<file path="src/rtl/psgfrd_pkg.sv">
// Shared types, codes and the bit remap function of the frame register dispatcher.
// No dependencies.
`timescale 1ns / 1ps
package psgfrd_pkg;

  localparam int SLOTS       = 32;
  localparam int PTR_W       = 5;
  localparam int ROUND_W     = 5;
  localparam int SHADOW_W    = 4;
  localparam int MAX_CHIPS   = 4;

  localparam logic [7:0] END_MARK  = 8'hFF;
  localparam logic [7:0] IDLE_REG  = 8'd17;
  localparam logic [7:0] SHADOW_N  = 8'd16;
  localparam logic [3:0] MIXER_REG = 4'd7;
  localparam logic [7:0] MIXER_OFF = 8'h3F;
  localparam logic [23:0] MAP_RESET = 24'hFAC688;
  localparam logic [7:0] FPS_RESET = 8'd50;

  localparam logic [2:0] OP_ENQUEUE = 3'd0;
  localparam logic [2:0] OP_TICK    = 3'd1;
  localparam logic [2:0] OP_RESEND  = 3'd2;
  localparam logic [2:0] OP_CLEAR   = 3'd3;
  localparam logic [2:0] OP_FLUSH   = 3'd4;

  localparam logic [1:0] KIND_ADDR = 2'd0;
  localparam logic [1:0] KIND_DATA = 2'd1;
  localparam logic [1:0] KIND_ACK  = 2'd2;
  localparam logic [1:0] KIND_REJ  = 2'd3;

  localparam logic [2:0] CFG_MAP0     = 3'd0;
  localparam logic [2:0] CFG_FPS      = 3'd4;
  localparam logic [2:0] CFG_PULSE_EN = 3'd5;

  typedef struct packed {
    logic [2:0] opcode;
    logic [1:0] chip_select;
    logic [7:0] reg_number;
    logic [7:0] reg_value;
  } in_item_t;

  typedef struct packed {
    logic [1:0]  kind;
    logic [31:0] bus_bytes;
    logic        second_pulse;
    logic        last;
  } out_item_t;

  typedef enum logic [2:0] {
    SEL_ACK        = 3'd0,
    SEL_REJ        = 3'd1,
    SEL_FRAME_ADDR = 3'd2,
    SEL_FRAME_DATA = 3'd3,
    SEL_REP_ADDR   = 3'd4,
    SEL_REP_DATA   = 3'd5
  } out_sel_t;

  typedef struct packed {
    logic     push;
    logic     flush;
    logic     clear_shadow;
    logic     start_frame;
    logic     pop;
    logic     round_inc;
    logic     frame_done;
    logic     rep_start;
    logic     rep_step;
    logic     load;
    out_sel_t sel;
    logic     last;
  } cmd_t;

  typedef struct packed {
    logic enq_ok;
    logic any_nonempty;
    logic frame_end;
    logic rep_last;
    logic out_free;
  } status_t;

  // Route each source bit to the destination position its 3-bit field names.
  function automatic logic [7:0] remap(input logic [23:0] map, input logic [7:0] b);
    logic [7:0] r;
    r = '0;
    for (int i = 0; i < 8; i++) begin
      if (b[i]) r[map[3*i +: 3]] = 1'b1;
    end
    return r;
  endfunction

endpackage

</file>
<file path="src/rtl/psgfrd_ram.sv">
// Generic single-write, single-read RAM with registered read data.
// No dependencies.
`timescale 1ns / 1ps
module psgfrd_ram #(
  parameter int WIDTH = 16,
  parameter int DEPTH = 32
) (
  input  logic                     clk,
  input  logic                     we,
  input  logic [$clog2(DEPTH)-1:0] waddr,
  input  logic [WIDTH-1:0]         wdata,
  input  logic [$clog2(DEPTH)-1:0] raddr,
  output logic [WIDTH-1:0]         rdata
);

  logic [WIDTH-1:0] mem [DEPTH];

  always_ff @(posedge clk) begin
    if (we) mem[waddr] <= wdata;
    rdata <= mem[raddr];
  end

endmodule

</file>
<file path="src/rtl/psgfrd_ctrl.sv">
// Controller state machine: sequences enqueue replies, frame rounds and replays.
// Depends on psgfrd_pkg.
`timescale 1ns / 1ps
module psgfrd_ctrl
  import psgfrd_pkg::*;
(
  input  logic     clk,
  input  logic     rst,
  input  logic     in_valid,
  output logic     in_ready,
  input  logic [2:0] opcode,
  input  status_t  sts,
  output cmd_t     cmd
);

  typedef enum logic [5:0] {
    S_IDLE   = 6'b000001,
    S_ENQ    = 6'b000010,
    S_F_ADDR = 6'b000100,
    S_F_DATA = 6'b001000,
    S_R_ADDR = 6'b010000,
    S_R_DATA = 6'b100000
  } state_t;

  state_t state, state_next;
  logic   rej, rej_next;
  logic   accept;

  assign in_ready = (state == S_IDLE);
  assign accept   = in_valid && in_ready;

  always_comb begin
    state_next = state;
    rej_next   = rej;
    cmd        = '0;
    cmd.sel    = SEL_ACK;
    unique case (state)
      S_IDLE: begin
        if (accept) begin
          unique case (opcode)
            OP_ENQUEUE: begin
              cmd.push   = sts.enq_ok;
              rej_next   = !sts.enq_ok;
              state_next = S_ENQ;
            end
            OP_TICK: begin
              if (sts.any_nonempty) begin
                cmd.start_frame = 1'b1;
                state_next      = S_F_ADDR;
              end
            end
            OP_RESEND: begin
              cmd.rep_start = 1'b1;
              state_next    = S_R_ADDR;
            end
            OP_CLEAR: begin
              cmd.clear_shadow = 1'b1;
              cmd.rep_start    = 1'b1;
              state_next       = S_R_ADDR;
            end
            OP_FLUSH: cmd.flush = 1'b1;
            default: ;
          endcase
        end
      end
      S_ENQ: begin
        if (sts.out_free) begin
          cmd.load   = 1'b1;
          cmd.sel    = rej ? SEL_REJ : SEL_ACK;
          cmd.last   = 1'b1;
          state_next = S_IDLE;
        end
      end
      S_F_ADDR: begin
        if (sts.out_free) begin
          cmd.pop    = 1'b1;
          cmd.load   = 1'b1;
          cmd.sel    = SEL_FRAME_ADDR;
          state_next = S_F_DATA;
        end
      end
      S_F_DATA: begin
        if (sts.out_free) begin
          cmd.load = 1'b1;
          cmd.sel  = SEL_FRAME_DATA;
          if (sts.frame_end) begin
            cmd.last       = 1'b1;
            cmd.frame_done = 1'b1;
            state_next     = S_IDLE;
          end else begin
            cmd.round_inc = 1'b1;
            state_next    = S_F_ADDR;
          end
        end
      end
      S_R_ADDR: begin
        if (sts.out_free) begin
          cmd.load   = 1'b1;
          cmd.sel    = SEL_REP_ADDR;
          state_next = S_R_DATA;
        end
      end
      S_R_DATA: begin
        if (sts.out_free) begin
          cmd.load = 1'b1;
          cmd.sel  = SEL_REP_DATA;
          if (sts.rep_last) begin
            cmd.last   = 1'b1;
            state_next = S_IDLE;
          end else begin
            cmd.rep_step = 1'b1;
            state_next   = S_R_ADDR;
          end
        end
      end
      default: state_next = S_IDLE;
    endcase
  end

  always_ff @(posedge clk) begin
    if (rst) begin
      state <= S_IDLE;
      rej   <= 1'b0;
    end else begin
      state <= state_next;
      rej   <= rej_next;
    end
  end

endmodule

</file>
<file path="src/rtl/psgfrd_dp.sv">
// Datapath: chip FIFOs, shadow store, bit remap, frame counter, config and output register.
// Depends on psgfrd_pkg and psgfrd_ram.
`timescale 1ns / 1ps
module psgfrd_dp
  import psgfrd_pkg::*;
#(
  parameter int NUM_CHIPS  = 2,
  parameter int FIFO_DEPTH = 16
) (
  input  logic        clk,
  input  logic        rst,
  input  in_item_t    in_data,
  input  logic        cfg_we,
  input  logic [2:0]  cfg_index,
  input  logic [23:0] cfg_data,
  input  cmd_t        cmd,
  output status_t     sts,
  output logic        out_valid,
  input  logic        out_ready,
  output out_item_t   out_data
);

  localparam int CNT_W = $clog2(FIFO_DEPTH + 1);

  logic [23:0]         bit_map [NUM_CHIPS];
  logic [7:0]          fps;
  logic                pulse_en;
  logic [PTR_W-1:0]    head [NUM_CHIPS];
  logic [PTR_W-1:0]    tail [NUM_CHIPS];
  logic [CNT_W-1:0]    count [NUM_CHIPS];
  logic [15:0]         item [NUM_CHIPS];
  logic                ended [NUM_CHIPS];
  logic [7:0]          last_val [NUM_CHIPS];
  logic [7:0]          shadow [NUM_CHIPS][16];
  logic [7:0]          lane_fa [NUM_CHIPS];
  logic [7:0]          lane_fd [NUM_CHIPS];
  logic [7:0]          lane_ra [NUM_CHIPS];
  logic [7:0]          lane_rd [NUM_CHIPS];
  logic [MAX_CHIPS-1:0] full_vec;
  logic [31:0]         bus_fa, bus_fd, bus_ra, bus_rd;
  logic [ROUND_W-1:0]  round;
  logic [SHADOW_W-1:0] rep_idx;
  logic [7:0]          frame_counter, fc_inc;
  logic                pulse_hit;
  logic                all_ended, any_nonempty;
  out_item_t           out_next;

  // Configuration registers.
  always_ff @(posedge clk) begin
    if (rst) begin
      fps      <= FPS_RESET;
      pulse_en <= 1'b1;
    end else if (cfg_we) begin
      if (cfg_index == CFG_FPS) fps <= cfg_data[7:0];
      if (cfg_index == CFG_PULSE_EN) pulse_en <= cfg_data[0];
    end
  end

  for (genvar g = 0; g < NUM_CHIPS; g++) begin : g_chip
    logic [7:0] pop_reg;
    logic       has;
    logic [7:0] addr_reg;
    logic       do_pop;

    always_ff @(posedge clk) begin
      if (rst) bit_map[g] <= MAP_RESET;
      else if (cfg_we && cfg_index == CFG_MAP0 + 3'(g)) bit_map[g] <= cfg_data;
    end

    psgfrd_ram #(.WIDTH(16), .DEPTH(SLOTS)) u_fifo_ram (
      .clk   (clk),
      .we    (cmd.push && in_data.chip_select == 2'(g)),
      .waddr (tail[g]),
      .wdata ({in_data.reg_number, in_data.reg_value}),
      .raddr (head[g]),
      .rdata (item[g])
    );

    assign pop_reg  = item[g][15:8];
    assign has      = (count[g] != '0);
    assign do_pop   = cmd.pop && !ended[g];
    assign addr_reg = (!ended[g] && has && pop_reg != END_MARK) ? pop_reg : IDLE_REG;

    always_ff @(posedge clk) begin
      if (rst) begin
        head[g]     <= '0;
        tail[g]     <= '0;
        count[g]    <= '0;
        ended[g]    <= 1'b0;
        last_val[g] <= '0;
      end else begin
        if (cmd.flush) begin
          head[g]  <= '0;
          tail[g]  <= '0;
          count[g] <= '0;
        end else if (cmd.push && in_data.chip_select == 2'(g)) begin
          tail[g]  <= tail[g] + 1'b1;
          count[g] <= count[g] + 1'b1;
        end else if (do_pop && has) begin
          head[g]  <= head[g] + 1'b1;
          count[g] <= count[g] - 1'b1;
        end
        if (cmd.start_frame) ended[g] <= 1'b0;
        else if (do_pop && (!has || pop_reg == END_MARK)) ended[g] <= 1'b1;
        if (do_pop && has) last_val[g] <= item[g][7:0];
      end
    end

    // Shadow copy of registers 0..15.
    always_ff @(posedge clk) begin
      if (rst) begin
        for (int r = 0; r < 16; r++) shadow[g][r] <= '0;
      end else if (cmd.clear_shadow) begin
        for (int r = 0; r < 16; r++) shadow[g][r] <= (4'(r) == MIXER_REG) ? MIXER_OFF : 8'd0;
      end else if (do_pop && has && pop_reg < SHADOW_N) begin
        shadow[g][pop_reg[3:0]] <= item[g][7:0];
      end
    end

    assign lane_fa[g] = remap(bit_map[g], addr_reg);
    assign lane_fd[g] = remap(bit_map[g], last_val[g]);
    assign lane_ra[g] = remap(bit_map[g], {4'd0, rep_idx});
    assign lane_rd[g] = remap(bit_map[g], shadow[g][rep_idx]);
  end

  for (genvar c = 0; c < MAX_CHIPS; c++) begin : g_lane
    if (c < NUM_CHIPS) begin : g_used
      assign bus_fa[8*c +: 8] = lane_fa[c];
      assign bus_fd[8*c +: 8] = lane_fd[c];
      assign bus_ra[8*c +: 8] = lane_ra[c];
      assign bus_rd[8*c +: 8] = lane_rd[c];
      assign full_vec[c]      = (count[c] >= CNT_W'(FIFO_DEPTH));
    end else begin : g_unused
      assign bus_fa[8*c +: 8] = '0;
      assign bus_fd[8*c +: 8] = '0;
      assign bus_ra[8*c +: 8] = '0;
      assign bus_rd[8*c +: 8] = '0;
      assign full_vec[c]      = 1'b1;
    end
  end

  always_comb begin
    all_ended    = 1'b1;
    any_nonempty = 1'b0;
    for (int c = 0; c < NUM_CHIPS; c++) begin
      if (!ended[c]) all_ended = 1'b0;
      if (count[c] != '0) any_nonempty = 1'b1;
    end
  end

  // Round and replay counters.
  always_ff @(posedge clk) begin
    if (rst) begin
      round   <= '0;
      rep_idx <= '0;
    end else begin
      if (cmd.start_frame) round <= '0;
      else if (cmd.round_inc) round <= round + 1'b1;
      if (cmd.rep_start) rep_idx <= '0;
      else if (cmd.rep_step) rep_idx <= rep_idx + 1'b1;
    end
  end

  // Frame counter and second pulse.
  assign fc_inc    = frame_counter + 8'd1;
  assign pulse_hit = (fc_inc == fps);

  always_ff @(posedge clk) begin
    if (rst) frame_counter <= '0;
    else if (cmd.frame_done) frame_counter <= pulse_hit ? 8'd0 : fc_inc;
  end

  always_comb begin
    out_next              = '0;
    out_next.last         = cmd.last;
    out_next.second_pulse = cmd.frame_done && pulse_hit && pulse_en;
    unique case (cmd.sel)
      SEL_ACK:        out_next.kind = KIND_ACK;
      SEL_REJ:        out_next.kind = KIND_REJ;
      SEL_FRAME_ADDR: begin
        out_next.kind      = KIND_ADDR;
        out_next.bus_bytes = bus_fa;
      end
      SEL_FRAME_DATA: begin
        out_next.kind      = KIND_DATA;
        out_next.bus_bytes = bus_fd;
      end
      SEL_REP_ADDR: begin
        out_next.kind      = KIND_ADDR;
        out_next.bus_bytes = bus_ra;
      end
      SEL_REP_DATA: begin
        out_next.kind      = KIND_DATA;
        out_next.bus_bytes = bus_rd;
      end
      default: out_next.kind = KIND_ACK;
    endcase
  end

  always_ff @(posedge clk) begin
    if (rst) out_valid <= 1'b0;
    else if (cmd.load) out_valid <= 1'b1;
    else if (out_ready) out_valid <= 1'b0;
  end

  always_ff @(posedge clk) begin
    if (cmd.load) out_data <= out_next;
  end

  assign sts.enq_ok       = !full_vec[in_data.chip_select];
  assign sts.any_nonempty = any_nonempty;
  assign sts.frame_end    = all_ended || (&round);
  assign sts.rep_last     = &rep_idx;
  assign sts.out_free     = !out_valid || out_ready;

endmodule

</file>
<file path="src/rtl/psg_frame_register_dispatcher_unit.sv">
// Frame register dispatcher, top level: controller plus datapath.
// Depends on psgfrd_pkg, psgfrd_ctrl, psgfrd_dp (and psgfrd_ram below it).
// An enqueue reply goes through state S_ENQ into the output register; a frame
// or replay puts out one bus transaction per cycle (2 per round, 32 for a
// replay) when the output is not stalled.
// Reset (synchronous, rst high) empties the FIFOs and clears shadow and counters.
`timescale 1ns / 1ps
module psg_frame_register_dispatcher_unit
  import psgfrd_pkg::*;
#(
  parameter int NUM_CHIPS  = 2,
  parameter int FIFO_DEPTH = 16
) (
  input  logic        clk,
  input  logic        rst,
  // input transaction
  input  logic        in_valid,
  output logic        in_ready,
  input  in_item_t    in_data,
  // result transaction
  output logic        out_valid,
  input  logic        out_ready,
  output out_item_t   out_data,
  // configuration writes
  input  logic        cfg_we,
  input  logic [2:0]  cfg_index,
  input  logic [23:0] cfg_data
);

  cmd_t    cmd;
  status_t sts;

  // Sequence each accepted transaction; the output register lets the next
  // transaction be taken while the final result still waits downstream.
  psgfrd_ctrl u_ctrl (
    .clk      (clk),
    .rst      (rst),
    .in_valid (in_valid),
    .in_ready (in_ready),
    .opcode   (in_data.opcode),
    .sts      (sts),
    .cmd      (cmd)
  );

  // Hold FIFOs, shadow store, remap and output register.
  psgfrd_dp #(
    .NUM_CHIPS  (NUM_CHIPS),
    .FIFO_DEPTH (FIFO_DEPTH)
  ) u_dp (
    .clk       (clk),
    .rst       (rst),
    .in_data   (in_data),
    .cfg_we    (cfg_we),
    .cfg_index (cfg_index),
    .cfg_data  (cfg_data),
    .cmd       (cmd),
    .sts       (sts),
    .out_valid (out_valid),
    .out_ready (out_ready),
    .out_data  (out_data)
  );

endmodule

</file>
<file path="config.mk">
export PLATFORM = sky130hd
export DESIGN_NAME = psg_frame_register_dispatcher_unit
export DESIGN_NICKNAME = d
export VERILOG_FILES = /design/src/rtl/psgfrd_pkg.sv /design/src/rtl/psgfrd_ram.sv /design/src/rtl/psgfrd_ctrl.sv /design/src/rtl/psgfrd_dp.sv /design/src/rtl/psg_frame_register_dispatcher_unit.sv
export SDC_FILE = /design/constraint.sdc
export NUM_CORES = 2
export LEC_CHECK = 0
export BUFFER_PORTS_ARGS = -buffer_cell sky130_fd_sc_hd__buf_2
export CAP_MARGIN = 20
export CORE_ASPECT_RATIO = 1.2
export CORE_MARGIN = 3
export CORE_UTILIZATION = 55
export CTS_CLUSTER_DIAMETER = 50
export CTS_CLUSTER_SIZE = 40
export DETAILED_ROUTE_END_ITERATION = 8
export MAX_ROUTING_LAYER = met4
export PLACE_DENSITY = 0.74
export SLEW_MARGIN = 20
export SYNTH_ARGS = -nofsm -noshare
export SYNTH_HDL_FRONTEND = slang
export SYNTH_SLANG_ARGS = --single-unit
</file>
<file path="constraint.sdc">
create_clock -name clk -period 3.55 [get_ports clk]
set_clock_uncertainty 0.15 [all_clocks]
set_input_delay 0.355 -clock clk [delete_from_list [all_inputs] [get_ports clk]]
set_output_delay 0.355 -clock clk [all_outputs]
set_load 0.05 [all_outputs]
</file>
======== Word level (Yosys, flattened, before mapping) ========
Memories as Yosys holds them, arrays and structs flattened. A register that Yosys moved wholly into a read port is not among the register bits.
Index checks and enable logic that the tools add are counted.
storage, ports and cells
  flip-flop bits (word level) ............. 70
  RAM bits ................................ 1376
  bits of input ports ..................... 53
  output and inout port bits .............. 38
  word-level logic and storage cells ...... 1047
  memories ................................ 9
operators by class
  $add $sub $neg .......................... 11
  $lt $le $gt $ge ......................... 42
  equality and inequality tests ........... 32
  muxes and demuxes ....................... 516
  bitwise operators ....................... 361
  reduce and logical (&&, ||, !) cells .... 64
memories
  memory                         depth  width  read ports  clocked after Yosys merged registers in  write ports  line              text
  u_dp.g_chip[0].u_fifo_ram.mem  32     16     1           1                                        1            psgfrd_ram.sv:16  logic [WIDTH-1:0] mem [DEPTH];
  u_dp.g_chip[1].u_fifo_ram.mem  32     16     1           1                                        1            psgfrd_ram.sv:16
  u_dp.shadow                    2      128    2           0                                        2            psgfrd_dp.sv:34   logic [7:0] shadow [NUM_CHIPS][16];
  u_dp.bit_map                   2      24     2           0                                        2            psgfrd_dp.sv:25   logic [23:0] bit_map [NUM_CHIPS];
  u_dp.last_val                  2      8      2           0                                        2            psgfrd_dp.sv:33   logic [7:0] last_val [NUM_CHIPS];
  u_dp.count                     2      5      2           0                                        2            psgfrd_dp.sv:30   logic [CNT_W-1:0] count [NUM_CHIPS];
  +3 memories                    -      -      -           -                                        -            -
operator list
  operator             count
  $mux 8               99
  $or 8x8->8           48
  $mux 1               354
  $or 1x1->1           310
  $mux 128             2
  $mux 5               17
  $bmux 8 s4           2
  $demux 8 s4          2
  $lt 3x4->1 const B   16
  $pmux 16 s4          1
  $demux 1 s3          16
  $ge 3x1->1 const B   16
  $mux 24              2
  $mux 6               8
  $logic_and 1x1->1    37
  $pmux 6 s6           1
  $add 5x1->5 const B  7
  $ge 5x5->1 const B   5
  $pmux 4 s5           1
  $pmux 6 s3           1
  $eq 8x8->1 const B   2
  $lt 8x5->1 const B   2
  $mux 4               4
  $ne 8x8->1 const B   2
  other kinds (37)     71

======== Logic depth before layout (Yosys ltp) ========
An unclocked memory read counts as a cell.
  word-level depth ........................ 21
  gate-level depth with buffers ........... 12
  mapped depth without buffers ............ 9

======== Cells and area by module ========
Synthesis repeated with hierarchy kept, for this count alone.
unflattened totals
  cell total of the unflattened synthesis .. 4422
  area total of the unflattened synthesis .. 64364.2 µm²
modules (own cells, without submodules)
  module       times used  cells each  area each (µm²)  sequential area each (µm²)
  psgfrd_ram   2           1143        20535.9          15695.1
  psgfrd_dp    1           2042        22574.2          11711.2
  psgfrd_ctrl  1           94          718.2            140.1

======== Worst setup path before layout ========
No wires, ideal clock.
  kind .................................... register -> register
  start ................................... register u_ctrl.state[5]
  end ..................................... memory u_dp.shadow[1][104] (netlist bit) (enable)
  setup time .............................. 0.384 ns
  data arrival time ....................... 3.229 ns
  required time ........................... 3.016 ns
  slack ................................... -0.213 ns
  stages on the path, launching flop included .. 10
  buffers on the path ..................... 3
  period minus slack after synthesis ...... 3.763 ns
  path through ............................ dfxtp_1 > buf_2 > or4_1 > or4b_1 > buf_2 > nor4_2 > and3_1 > or3b_1 > buf_4 > o21ai_0
RTL lines
  what                    line                text
  start, declared         psgfrd_ctrl.sv:25   state_t state, state_next;
  start signal, assigned  psgfrd_ctrl.sv:125  state <= state_next;
  end, declared           psgfrd_dp.sv:34

==> summary.md <==
| Metric | Value |
|---|---|
| Grt total ovfl | 0 |
| Critical R2R Launch | u_dp.rep_idx[0]$_SDFFE_PP0P_ |
| Switching Share | 0.264 |
| Crit path buf inv count | 1 |
| Avg Cell Area, Syn | 16.9 um^2 |
| Slowest stage cell, crit path | a2111oi_0 |
| Gate power share | 0.103 |
| Vias per Instance | 6.53 |
| Final Critical Period | 3.52 ns |
| Fin. Hold Viols | 13 |
| Worst endpoint required time | between 3 and 4 ns |
| Remaining antenna violation count | 0 |
| Crit path kind | reg -> reg |
| Vias in the first global route | 36719 |
| Final Cell Area | 70600 um^2 |
| Num CTS Buffers | 107 |
| Fin crit share | 0.992 |
| P_int | 27.4 mW |
| Initial core utilization | 0.555 |
| Failing checks | DRC, hold timing |
| Die extent in x | 315 um |
| Yosys reg bits | 1462 |
| Initial antenna violation count | 6 |
| Rows | 135 |
| Critical Path Fanout Max | 25 |
| Fin worst setup slack | 0.0291 ns |
| Crit path cell chain | buf_4 > mux4_2 > a22oi_1 > o22ai_1 > a2111oi_0 > nand4_1 > a21o_1 |
| Clock network fraction of design power | 0.358 |
| DRT Pass-1 Iters | 9 |
| First-pass GRT wire length | 244000 um |
| Synth warnings | 0 |
| Net Switching | roughly 10 mW |
| Clock Tree Root | clkbuf_16 |
| Worst hold slack | -0.00182 ns |
| Synth top area share | 0.667 |
| TritonCTS clock tree | done |
| Sequential share of power | 0.539 |
| Area leader, netlist | edfxtp_1 |
| Worst relative slew slack | 0.248 |
| GRT Util Overall | 0.291 |
| RePlAce Congestion | 1.07 |
| Die area | 118000 um^2 |
| Final setup vio count | 0 |
| Placed inst area | 66200 um^2 |
| PortBufs | 74 |
| Max Slew Vio Count | 0 |
| Maximum VDD drop | 0.528 mV |
| Synth Flop Type | edfxtp_1 |
| Worst min path class | in -> reg |
| Largest net degree at the start of global routing | slightly below 70 |
| Register area share after synthesis | 0.688 |
| Netlist cell types | 76 |
| Setup Buffers After CTS | 0 |
| CP peak stage delay | 0.58 ns |
| Detailed-route wire length | about 170000 um |
| Critical Path End Type | flip-flop |
| Most common cell in the synthesized netlist | edfxtp_1 |
| CP Launch Type | flip-flop |
| Leakage power | 22.8 nW |
| Slew @ Worst Pin | roughly 1.1 ns |
| # IOs | between 90 and 100 |
| Layout cells sized above 1 | 0.231 |
| Fin nets | around 4000 |
| Final Core Density | 0.624 |
| Area delta synth->final | 12.4% |
| Clk Latency, worst-skew pair | roughly 0.75 ns |
| Post-DP HPWL | 103000 um |
| DRC viols | 1 |
| # fillers | 7826 |
| Hold Startpoint | in_data[13] |
| Worst-case clock buffer depth | 3 |
| Most common library cells after synthesis | edfxtp_1, mux4_2, and2_1 |
| Mapped Area | 62800 um^2 |
| Synth area leaders | edfxtp_1, mux4_2, and2_1, dfxtp_1, a22oi_1 |
| Status | finished with violations |
| CORE AREA | 113000 um^2 |
| Die H | between 300 and 400 um |
| Post-synthesis async set-or-reset flop share | 0 |
| CTS sink count | 1462 |
| Post-Syn Instances | 3728 |
| Worst setup path start | u_dp.rep_idx[0]$_SDFFE_PP0P_ |
| Fmax achieved | approximately 0.28 GHz |
| Max-cap violation count | 0 |
| Worst path arrival time | 3.86 ns |
| Reg clk slew, reported paths | 0.08 ns |
| EDFF count, synth | 1396 |
| WL per Instance | 29.7 um |
| First DRT Iteration DRCs | approximately 4700 |
| Vias | 36388 |
| Dpl ws | 0.0664 ns |
| CP delay by family, top | compound AO/OA/AOI/OAI gates |
| RSZ-0062 raised after global routing | false |
| Power Total | 37.2 mW |
| Final setup TNS | 0 ns |
| PwrDens | between 500 and 600 nW/um^2 |
| CTS H-tree depth | 3 |
final timing paths:
| kind | end | slack, ns | depth (start not counted) |
|---|---|---|---|
| worst min-delay path | u_dp.g_chip[1].u_fifo_ram.mem[19][13]$_DFFE_PP_ | -0.002 | 1 |
| worst min register to register | u_dp.frame_counter[1]$_SDFFE_PP0P_ | 0.36 | 2 |
| worst max register to register | u_dp.out_data[14]$_DFFE_PP_ | 0.03 | 7 |
| worst max-delay path | u_dp.out_data[14]$_DFFE_PP_ | 0.03 | 7 |
state kept, by name, indices dropped and copies added (netlist names), 4 cells and up:
name / flops
u_dp.bit_map: 48
u_dp.head: 10
u_dp.g_chip.u_fifo_ram.rdata: 32
u_dp.shadow: 256
u_dp.count: 10
u_dp.round: 5
u_dp.tail: 10
u_ctrl.state: 6
u_dp.frame_counter: 8
u_dp.last_val: 16
u_dp.g_chip.u_fifo_ram.mem: 1024
u_dp.out_data: 20
u_dp.fps: 8
u_dp.rep_idx: 4
placed cells by master (no fill, tap or decap), types with 30 or more instances in the layout:
| cell | synthesis | final |
|---|---|---|
| nand2b_1 | 50 | 50 |
| a21oi_1 | 46 | 46 |
| buf_2 | 15 | 60 |
| dlygate4sd3_1 | 0 | 46 |
| nor2b_1 | 31 | 30 |
| mux2i_1 | 85 | 85 |
| mux2_2 | 38 | 38 |
| dfxtp_1 | 66 | 62 |
| a22oi_1 | 116 | 116 |
| nor2_1 | 204 | 204 |
| nor3_1 | 41 | 40 |
| nor3b_1 | 40 | 40 |
| and2_1 | 296 | 296 |
| edfxtp_1 | 1396 | 1396 |
| a221oi_1 | 53 | 53 |
| nand2_1 | 143 | 143 |
| mux4_2 | 345 | 345 |
| buf_4 | 17 | 238 |
| o21ai_0 | 67 | 63 |
| a31oi_1 | 38 | 38 |
| clkbuf_16 | 0 | 107 |
| nand3_1 | 42 | 42 |
metal layers:
| metal | GRT usage | routed length, um | up-vias |
|---|---|---|---|
| met2 | 0.469 | 83100 | 2007 |
| li1 | - | - | 15389 |
| met1 | 0.365 | 60300 | 18484 |
| met3 | 0.0429 | 13100 | 508 |
| met5 | - | 0 | - |
| met4 | 0.141 | 9110 | 0 |
what timing repair did:
action,in CTS,in global routing
hold endpoints to repair,67,0
hold buffers,46,0
setup endpoints to repair,0,126
gates resized for setup,0,1
kinds of logic (layout without fill, tap and decap cells):
family | after synthesis | after routing | share of synthesized area
buffers and inverters | 268 | 587 | 0.0173
adder cells (fa/ha/maj) | 20 | 20 | 0.00398
multiplexers | 468 | 468 | 0.144
other | 1 | 20 | 0.0000597
AND/OR/NAND/NOR | 998 | 998 | 0.0877
flip-flops | 1462 | 1462 | 0.688
AO/OA/AOI/OAI | 475 | 475 | 0.0538
XOR/XNOR | 36 | 36 | 0.00502
power by group through the flow:
stage          combinational [mW]  clock, mW  sequential [mW]
2_1_floorplan                2.42          0             20.1
3_3_place_gp                 3.70          0             20.4
3_5_place_dp                 3.73          0             20.4
4_1_cts                      3.79       13.5             20.0
5_1_grt                      4.05       14.1             20.1
6_report                     3.84       13.3             20.1
area by class of cell:
| type | instances | area, um^2 | share of cell area |
|---|---|---|---|
| Antenna cell | 4 | 10.0 | 0.000142 |
| Clock buffer | 111 | 2700 | 0.0383 |
| Clock inverter | 93 | 1260 | 0.0178 |
| Inverter | 25 | 93.8 | 0.00133 |
| Multi-Input combinational cell | 2013 | 18600 | 0.263 |
| Sequential cell | 1462 | 43300 | 0.612 |
| Tap cell | 1507 | 1890 | 0.0267 |
| Timing Repair Buffer | 358 | 2830 | 0.0400 |
per-stage QoR:
step	hold slack (ns)	std cells
floorplan	0.304	3743
global placement	0.331	5319
detailed placement	0.344	5319
CTS	0.0151	5569
global route	0.00798	5571
finish	-0.00182	5573
worst register-to-register path: cells and delay by family, from the launching register on:
family | cells | cell delay (ns)
compound gates | 4 | 1.39
mux | 1 | 0.58
flops | 1 | 0.52
buf+inv | 1 | 0.46
simple gates | 1 | 0.23
No activity file was read; power rests on OpenSTA's default activity.
